--- src/rtl/core/assert_macros.svh ---
// ----------------------------------------------------------------------------
// assert_macros: shared assertion macros
// wraps concurrent assertions so that synthesis sees nothing of them
// ----------------------------------------------------------------------------
`ifndef ASSERT_MACROS_SVH
`define ASSERT_MACROS_SVH

`ifndef SYNTHESIS

// property checked on every rising clock edge outside reset
`define ASSERT_CLK(label, clk, rst, prop) \
   label: assert property (@(posedge clk) disable iff (rst) (prop)) \
      else $error("assertion failed");

// implication whose consequent is checked in the next cycle, outside reset
`define ASSERT_NEXT(label, clk, rst, pre, post) \
   label: assert property (@(posedge clk) disable iff (rst) (pre) |=> (post)) \
      else $error("assertion failed");

`else

`define ASSERT_CLK(label, clk, rst, prop)
`define ASSERT_NEXT(label, clk, rst, pre, post)

`endif

`endif

--- src/rtl/core/jsu_pkg.sv ---
// ----------------------------------------------------------------------------
// jsu_pkg: json string unescape package
// transfer types, status codes and queue sizing shared by the unit
// ----------------------------------------------------------------------------
package jsu_pkg;

   // result status codes
   localparam logic [1:0] ST_BUSY = 2'd0;
   localparam logic [1:0] ST_DONE = 2'd1;
   localparam logic [1:0] ST_ERR  = 2'd2;

   // queue between decoder and emitter
   localparam int unsigned QueueDepth = 4;
   localparam int unsigned QPtrWidth  = $clog2(QueueDepth);
   localparam int unsigned QCntWidth  = $clog2(QueueDepth + 1);

   typedef struct packed {
      logic [7:0] in_byte;
      logic       is_last;
   } jsu_req_type;

   typedef struct packed {
      logic [7:0] out_byte;
      logic       byte_valid;
      logic [1:0] status;
      logic       last;
   } jsu_rsp_type;

   // decoded work for one input: one to three results
   typedef struct packed {
      logic [2:0][7:0] bytes;
      logic [1:0]      count_m1;
      logic            byte_valid;
      logic [1:0]      status;
   } jsu_pkt_type;

   typedef struct packed {
      logic full;
      logic empty;
   } jsu_q_status_type;

endpackage

--- src/rtl/core/jsu_front.sv ---
// ----------------------------------------------------------------------------
// jsu_front: string decoder front end
// classifies each input byte, tracks escape state and builds a result packet
// ----------------------------------------------------------------------------
module jsu_front
   import jsu_pkg::*;
(
   input  logic        clock,
   input  logic        reset,
   input  logic        accept,
   input  jsu_req_type req,
   output jsu_pkt_type pkt
);

   localparam logic [1:0] MODE_WAIT = 2'd0;
   localparam logic [1:0] MODE_STR  = 2'd1;
   localparam logic [1:0] MODE_ESC  = 2'd2;
   localparam logic [1:0] MODE_HEX  = 2'd3;

   localparam logic [15:0] CP_MAX1 = 16'h007F;
   localparam logic [15:0] CP_MAX2 = 16'h07FF;

   logic [1:0]  mode_ff, mode_in;
   logic [1:0]  hex_cnt_ff, hex_cnt_in;
   logic [15:0] cp_ff, cp_in;

   logic [7:0]  c;
   logic        fin;
   logic        is_ws;
   logic        hex_ok;
   logic [3:0]  hex_val;
   logic [15:0] cp_next;

   assign c   = req.in_byte;
   assign fin = req.is_last;
   assign is_ws = (c == 8'h20) || (c == 8'h09) || (c == 8'h0D) || (c == 8'h0A);

   // hex digit decode
   always_comb begin
      hex_ok  = 1'b1;
      hex_val = 4'd0;
      if (c >= 8'h30 && c <= 8'h39) begin
         hex_val = c[3:0];
      end else if ((c >= 8'h61 && c <= 8'h66) || (c >= 8'h41 && c <= 8'h46)) begin
         hex_val = c[3:0] + 4'd9;
      end else begin
         hex_ok = 1'b0;
      end
   end

   assign cp_next = {cp_ff[11:0], hex_val};

   always_comb begin
      mode_in        = mode_ff;
      hex_cnt_in     = hex_cnt_ff;
      cp_in          = cp_ff;
      pkt.bytes      = '0;
      pkt.count_m1   = 2'd0;
      pkt.byte_valid = 1'b0;
      pkt.status     = ST_BUSY;
      unique case (mode_ff)
         MODE_WAIT: begin
            if (is_ws && !fin) begin
               // skip leading whitespace
            end else if (c == 8'h22 && !fin) begin
               mode_in = MODE_STR;
            end else begin
               pkt.status = ST_ERR;
            end
         end
         MODE_STR: begin
            if (c == 8'h22) begin
               mode_in    = MODE_WAIT;
               pkt.status = ST_DONE;
            end else if (c < 8'h20 || fin) begin
               pkt.status = ST_ERR;
            end else if (c == 8'h5C) begin
               mode_in = MODE_ESC;
            end else begin
               pkt.bytes[0]   = c;
               pkt.byte_valid = 1'b1;
            end
         end
         MODE_ESC: begin
            mode_in        = MODE_STR;
            pkt.byte_valid = 1'b1;
            case (c)
               8'h22, 8'h5C, 8'h2F: pkt.bytes[0] = c;
               8'h62: pkt.bytes[0] = 8'h08;
               8'h66: pkt.bytes[0] = 8'h0C;
               8'h6E: pkt.bytes[0] = 8'h0A;
               8'h72: pkt.bytes[0] = 8'h0D;
               8'h74: pkt.bytes[0] = 8'h09;
               8'h75: begin
                  mode_in        = MODE_HEX;
                  hex_cnt_in     = 2'd0;
                  cp_in          = 16'd0;
                  pkt.byte_valid = 1'b0;
               end
               default: pkt.status = ST_ERR;
            endcase
            if (fin) begin
               pkt.status = ST_ERR;
            end
         end
         MODE_HEX: begin
            if (!hex_ok || fin) begin
               pkt.status = ST_ERR;
            end else if (hex_cnt_ff != 2'd3) begin
               hex_cnt_in = hex_cnt_ff + 2'd1;
               cp_in      = cp_next;
            end else begin
               // fourth digit: emit the code point as utf-8
               mode_in        = MODE_STR;
               hex_cnt_in     = 2'd0;
               cp_in          = cp_next;
               pkt.byte_valid = 1'b1;
               if (cp_next <= CP_MAX1) begin
                  pkt.bytes[0] = cp_next[7:0];
               end else if (cp_next <= CP_MAX2) begin
                  pkt.bytes[0]  = {3'b110, cp_next[10:6]};
                  pkt.bytes[1]  = {2'b10, cp_next[5:0]};
                  pkt.count_m1  = 2'd1;
               end else begin
                  pkt.bytes[0]  = {4'b1110, cp_next[15:12]};
                  pkt.bytes[1]  = {2'b10, cp_next[11:6]};
                  pkt.bytes[2]  = {2'b10, cp_next[5:0]};
                  pkt.count_m1  = 2'd2;
               end
            end
         end
         default: begin
            mode_in = MODE_WAIT;
         end
      endcase
      // any error drops decoded bytes and returns to waiting
      if (pkt.status == ST_ERR) begin
         mode_in        = MODE_WAIT;
         hex_cnt_in     = 2'd0;
         cp_in          = 16'd0;
         pkt.bytes      = '0;
         pkt.count_m1   = 2'd0;
         pkt.byte_valid = 1'b0;
      end
   end

   always_ff @(posedge clock) begin
      if (reset) begin
         mode_ff    <= MODE_WAIT;
         hex_cnt_ff <= 2'd0;
         cp_ff      <= 16'd0;
      end else if (accept) begin
         mode_ff    <= mode_in;
         hex_cnt_ff <= hex_cnt_in;
         cp_ff      <= cp_in;
      end
   end

endmodule

--- src/rtl/core/jsu_queue.sv ---
// ----------------------------------------------------------------------------
// jsu_queue: packet queue
// small fifo that decouples the decoder from the result emitter
// ----------------------------------------------------------------------------
module jsu_queue
   import jsu_pkg::*;
(
   input  logic             clock,
   input  logic             reset,
   input  logic             push,
   input  jsu_pkt_type      push_pkt,
   input  logic             pop,
   output jsu_pkt_type      head_pkt,
   output jsu_q_status_type q_status
);

   jsu_pkt_type          mem_ff [QueueDepth];
   logic [QPtrWidth-1:0] wr_ptr_ff, wr_ptr_in;
   logic [QPtrWidth-1:0] rd_ptr_ff, rd_ptr_in;
   logic [QCntWidth-1:0] count_ff, count_in;

   assign q_status.full  = (count_ff == QCntWidth'(QueueDepth));
   assign q_status.empty = (count_ff == '0);
   assign head_pkt       = mem_ff[rd_ptr_ff];

   always_comb begin
      wr_ptr_in = wr_ptr_ff;
      rd_ptr_in = rd_ptr_ff;
      count_in  = count_ff;
      if (push) begin
         wr_ptr_in = (wr_ptr_ff == QPtrWidth'(QueueDepth - 1)) ? '0 : wr_ptr_ff + 1'b1;
      end
      if (pop) begin
         rd_ptr_in = (rd_ptr_ff == QPtrWidth'(QueueDepth - 1)) ? '0 : rd_ptr_ff + 1'b1;
      end
      if (push && !pop) begin
         count_in = count_ff + 1'b1;
      end else if (pop && !push) begin
         count_in = count_ff - 1'b1;
      end
   end

   always_ff @(posedge clock) begin
      if (push) begin
         mem_ff[wr_ptr_ff] <= push_pkt;
      end
   end

   always_ff @(posedge clock) begin
      if (reset) begin
         wr_ptr_ff <= '0;
         rd_ptr_ff <= '0;
         count_ff  <= '0;
      end else begin
         wr_ptr_ff <= wr_ptr_in;
         rd_ptr_ff <= rd_ptr_in;
         count_ff  <= count_in;
      end
   end

endmodule

--- src/rtl/core/jsu_back.sv ---
// ----------------------------------------------------------------------------
// jsu_back: result emitter
// walks the head packet one result per cycle, unless stalled, into the output register
// ----------------------------------------------------------------------------
`include "assert_macros.svh"

module jsu_back
   import jsu_pkg::*;
(
   input  logic             clock,
   input  logic             reset,
   input  jsu_pkt_type      head_pkt,
   input  jsu_q_status_type q_status,
   output logic             pop,
   output logic             rsp_valid,
   input  logic             rsp_stall,
   output jsu_rsp_type      rsp_data
);

   logic        out_valid_ff, out_valid_in;
   jsu_rsp_type out_ff, out_in;
   logic [1:0]  idx_ff, idx_in;
   logic        load;
   logic        is_last;

   assign load    = !q_status.empty && (!out_valid_ff || !rsp_stall);
   assign is_last = (idx_ff == head_pkt.count_m1);
   assign pop     = load && is_last;

   always_comb begin
      out_valid_in = out_valid_ff;
      out_in       = out_ff;
      idx_in       = idx_ff;
      if (load) begin
         out_valid_in      = 1'b1;
         out_in.out_byte   = head_pkt.bytes[idx_ff];
         out_in.byte_valid = head_pkt.byte_valid;
         out_in.status     = head_pkt.status;
         out_in.last       = is_last;
         idx_in            = is_last ? 2'd0 : idx_ff + 2'd1;
      end else if (!rsp_stall) begin
         out_valid_in = 1'b0;
      end
   end

   always_ff @(posedge clock) begin
      out_ff <= out_in;
   end

   always_ff @(posedge clock) begin
      if (reset) begin
         out_valid_ff <= 1'b0;
         idx_ff       <= 2'd0;
      end else begin
         out_valid_ff <= out_valid_in;
         idx_ff       <= idx_in;
      end
   end

   assign rsp_valid = out_valid_ff;
   assign rsp_data  = out_ff;

   // a status report is always a single result without a byte
   `ASSERT_CLK(a_status_single, clock, reset,
      !out_valid_ff || out_ff.status == ST_BUSY || (out_ff.last && !out_ff.byte_valid))
   // no byte means a zero payload byte
   `ASSERT_CLK(a_empty_zero, clock, reset,
      !out_valid_ff || out_ff.byte_valid || out_ff.out_byte == 8'd0)
   // the rest of a multi-byte sequence follows without a gap
   `ASSERT_NEXT(a_seq_cont, clock, reset,
      out_valid_ff && !rsp_stall && !out_ff.last, out_valid_ff)

endmodule

--- src/rtl/core/json_string_unescape_unit.sv ---
// ----------------------------------------------------------------------------
// json_string_unescape_unit: streaming json string decoder
// one text byte per transfer in, decoded utf-8 bytes and status out
// ----------------------------------------------------------------------------
// usage
//   req channel: one byte of json text per transfer, is_last on the final
//   byte of a buffer. rsp channel: one to three result transfers per input
//   byte, last set on the final one; status busy, string closed or error
// path
//   a result is written into the packet queue at its input transfer and
//   loaded from there into the output register before it is on the port
// throughput
//   one input per cycle while the queue has room, one result per cycle
//   unless stalled; a \u escape that yields two or three utf-8 bytes emits
//   them in turn, and the four-entry packet queue absorbs the difference
// reset
//   synchronous; clears the decoder to waiting for an opening quote and
//   empties the queue and the output register
// stall
//   rsp_stall holds the output register; the queue fills and req_stall
//   rises once it is full, without losing or repeating a result
// ----------------------------------------------------------------------------
module json_string_unescape_unit
   import jsu_pkg::*;
(
   input  logic        clock,
   input  logic        reset,
   // input byte channel
   input  logic        req_valid,
   output logic        req_stall,
   input  jsu_req_type req_data,
   // result channel
   output logic        rsp_valid,
   input  logic        rsp_stall,
   output jsu_rsp_type rsp_data
);

   logic             req_accept;
   jsu_pkt_type      front_pkt;
   jsu_pkt_type      head_pkt;
   jsu_q_status_type q_status;
   logic             pop;

   // input transfer whenever the queue has room
   assign req_stall  = q_status.full;
   assign req_accept = req_valid && !q_status.full;

   // decoder: state machine for quotes, escapes and hex digits
   jsu_front u_front (
      .clock  (clock),
      .reset  (reset),
      .accept (req_accept),
      .req    (req_data),
      .pkt    (front_pkt)
   );

   // packets of one to three results wait here
   jsu_queue u_queue (
      .clock    (clock),
      .reset    (reset),
      .push     (req_accept),
      .push_pkt (front_pkt),
      .pop      (pop),
      .head_pkt (head_pkt),
      .q_status (q_status)
   );

   // emitter: one result per cycle into the output register unless stalled
   jsu_back u_back (
      .clock     (clock),
      .reset     (reset),
      .head_pkt  (head_pkt),
      .q_status  (q_status),
      .pop       (pop),
      .rsp_valid (rsp_valid),
      .rsp_stall (rsp_stall),
      .rsp_data  (rsp_data)
   );

endmodule

--- config.mk ---
export PLATFORM = sky130hd
export DESIGN_NAME = json_string_unescape_unit
export DESIGN_NICKNAME = d
export VERILOG_FILES = /design/src/rtl/core/jsu_pkg.sv /design/src/rtl/core/jsu_front.sv /design/src/rtl/core/jsu_queue.sv /design/src/rtl/core/jsu_back.sv /design/src/rtl/core/json_string_unescape_unit.sv
export VERILOG_INCLUDE_DIRS = /design/src /design/src/rtl/core
export SDC_FILE = /design/constraint.sdc
export NUM_CORES = 1
export LEC_CHECK = 0
export BUFFER_PORTS_ARGS = -buffer_cell sky130_fd_sc_hd__buf_2
export CORE_ASPECT_RATIO = 0.7
export CORE_MARGIN = 2
export CORE_UTILIZATION = 35
export DETAILED_ROUTE_END_ITERATION = 10
export PLACE_DENSITY = 0.49
export SLEW_MARGIN = 5
export SYNTH_ARGS = -nofsm -noshare
export SYNTH_HDL_FRONTEND = slang
export SYNTH_SLANG_ARGS = --single-unit
--- constraint.sdc ---
create_clock -name clock -period 3.95 [get_ports clock]
set_input_delay 0.395 -clock clock [delete_from_list [all_inputs] [get_ports clock]]
set_output_delay 0.395 -clock clock [all_outputs]
set_load 0.01 [all_outputs]
==> impl_metrics.ini <==
[outcome]
outcome = completed

[critical_path]
path_class = in2reg
cp.required_ns = 4.04
slowest_delay_ns = 0.73
critical_path.endpoint_type = flip-flop
path_max_fanout = 15
arrival_ns = 3.06
worstSetupStartpointType = input pin
path_cells = buf_2, inv_1, ha_1, or3b_2, o211a_1, o311ai_2, a31oi_2, o21ai_2, nor3_1
cp_num_buf_inv = 2
cpMaxStageDelayCell = o21ai_2
crit_family = compound AO/OA/AOI/OAI gates

[sta]
rsz0062_at_grt = no
worst_pin_slew_ns = 0.845
finalHoldViolCount = 0
fmax_mhz = 337
finalCritPeriodShare = 0.752
setup_viol = 0
skew_ns = 0.0133
final.setup.tns_ns = 0
slew_headroom = 0.437
fin_crit_ns = 2.97
slew_violations = 0

[synth]
synth.avg_cell_area_um2 = 13.9
synth_ff_type = edfxtp_1
synth.distinct_cells = 64
async_flop_share = 0
yosys_warnings = 0
synth.ff_latch_count = 144
synth_fp_nets = 505
syn_area_um2 = 6610
yosysSeqAreaShare = 0.612
postSynthCellCount = 474
synth_edf_count = 116

[cts]
cts_resized = 0
post_cts_buffers = 0
cts_root_buffer = clkbuf_16
cts_inserted_buffers = 17
htreeDepth = 4
cts_tree = yes
cts_hold_buf = 0
cts.clk_slew.worst_paths_ns = 0.06
clkSinkCount = 144
clk_latency_ns = 0.41
cts.path.max_buffers = 2

[finish]
antenna_cells = 0
final_cells = 764
area_growth_pct = 14.8
drive_above_1_share = 0.222
final_util = 0.405
final_common_cell = edfxtp_1
nNetsFinal = 540
layout_common_cells = edfxtp_1, inv_1, nor2_1

[power]
powerDensity_nw_per_um2 = 591
ir_drop_v = 0.000260
p_leak_nw = 2.58

[grt]
grt_max_degree = 27
grt_pass1_vias = 4100
grt_overflow_total = 0
grt_usage = 0.161
grt_pass1_wl_mm = 23.9
antenna_found_initial = 0

[detailed_routing]
vias = 4071
routedWlPerCell_um = 20.0
ant_nets = 0
dr.pass1.iters = 5
vias_per_cell = 5.33
route.detailed.drc = 0
drt_iter0_markers = 332
wl_mm = 15.3

[floorplanning]
dieArea_um2 = 20000
row_count = 42
core_um2 = 18700
die_h_um = 119
start_util = 0.353
io_pins = 27
die_w_um = 168

[placement]
port_buffers = 26
place.gp.congestion = 0.890
hpwl_mm = 10.6
place_inst = 732

[flow_run]
maxCapViolCount = 0

[hold_path]
min_path_type = in2reg
[per-stage QoR]
step | cell area, um^2 | power [mW] | hold slack [ns] | worst slack [ns]
3_5_place_dp | 7010 | 2.99 | 0.476 | 0.586
6_report | 7590 | 4.48 | 0.254 | 0.978
5_1_grt | 7590 | 4.70 | 0.246 | 0.764
2_1_floorplan | 6610 | 2.66 | 0.459 | 1.06
3_3_place_gp | 7010 | 2.97 | 0.459 | 0.672
4_1_cts | 7590 | 4.53 | 0.243 | 0.961
[area by class of cell]
cell class                 count  area [um^2]
sequential                   144         4050
inverter                      33          124
clock inverter                15          153
clock buffer                  17          425
fill                        1734        11100
timing repair buffer          36          205
tap                          242          303
multi-input combinational    277         2330
[synthesized netlist by cell type (all sizes together) (3+ instances only)]
cell type / instances / area share
nor4: 4 / 0.0038
nor2: 28 / 0.016
inv: 33 / 0.019
nor3: 22 / 0.017
o2bb2ai: 7 / 0.0093
nor2b: 6 / 0.0057
clkbuf: 10 / 0.0057
ha: 17 / 0.032
and3: 5 / 0.0047
a21oi: 26 / 0.020
xor2: 4 / 0.0053
or3: 3 / 0.0028
a22oi: 6 / 0.0068
a31oi: 6 / 0.0066
mux2i: 12 / 0.018
dfxtp: 28 / 0.085
or3b: 3 / 0.0044
edfxtp: 116 / 0.53
mux4: 26 / 0.089
a211oi: 3 / 0.0042
or2: 3 / 0.0028
nand2: 24 / 0.014
nand2b: 3 / 0.0028
o211ai: 6 / 0.0068
o21ai: 11 / 0.0089
buf: 10 / 0.012
nor3b: 3 / 0.0034
o22ai: 14 / 0.015
[cell families after synthesis]
logic type,Yosys count,synth area share
AO/OA/AOI/OAI,103,0.115
buffers and inverters,53,0.0363
multiplexers,38,0.107
flip-flops,144,0.612
adder cells (fa/ha/maj),18,0.0352
AND/OR/NAND/NOR,114,0.0895
XOR/XNOR,4,0.00530
[per-layer routing]
layer	global-route usage	part of all wire
met4	0.0383	0.0068
met3	0.0322	0.034
met1	0.246	0.53
met5	0	0
met2	0.234	0.43
[worst register-to-register path: stages (launching register included)]
cell and delay, ns:
dfxtp_1 0.37, buf_4 0.29, mux4_2 0.37, xor2_1 0.18, nor2_1 0.11, nand2_1 0.21
ha_1 0.23, inv_1 0.07, fa_1 0.43, xor2_1 0.18, or3_1 0.31, a21oi_1 0.14
[state kept, by name, summed over array words and instances, names as in the netlist, named ones only]
name / flops
u_back.idx_ff: 2
u_queue.mem_ff: 104
u_back.rsp_data: 12
u_queue.rd_ptr_ff: 2
u_front.cp_ff: 12
u_queue.wr_ptr_ff: 2
u_back.rsp_valid: 1
u_front.hex_cnt_ff: 2
u_queue.count_ff: 3
u_front.mode_ff: 2
[report_power, final]
group          switching (mW)  leakage, nW  internal (mW)
combinational           0.568        0.933          0.420
clock                   0.666        0.285          0.889
sequential             0.0656         1.37           1.87
total                    1.30         2.58           3.18
[worst paths after layout]
path	startpoint	end	slack, ns	cells past startpoint
worst max register to register	flip-flop	u_queue.count_ff[2]	1.00	11
worst min register to register	u_back.rsp_valid	u_back.rsp_valid	0.48	2
worst min-delay path	rsp_stall	u_back.rsp_valid	0.25	3
worst max-delay path	req_data[2]	u_queue.mem_ff[2][23]	0.98	9
No activity file was read; power rests on OpenSTA's default activity.
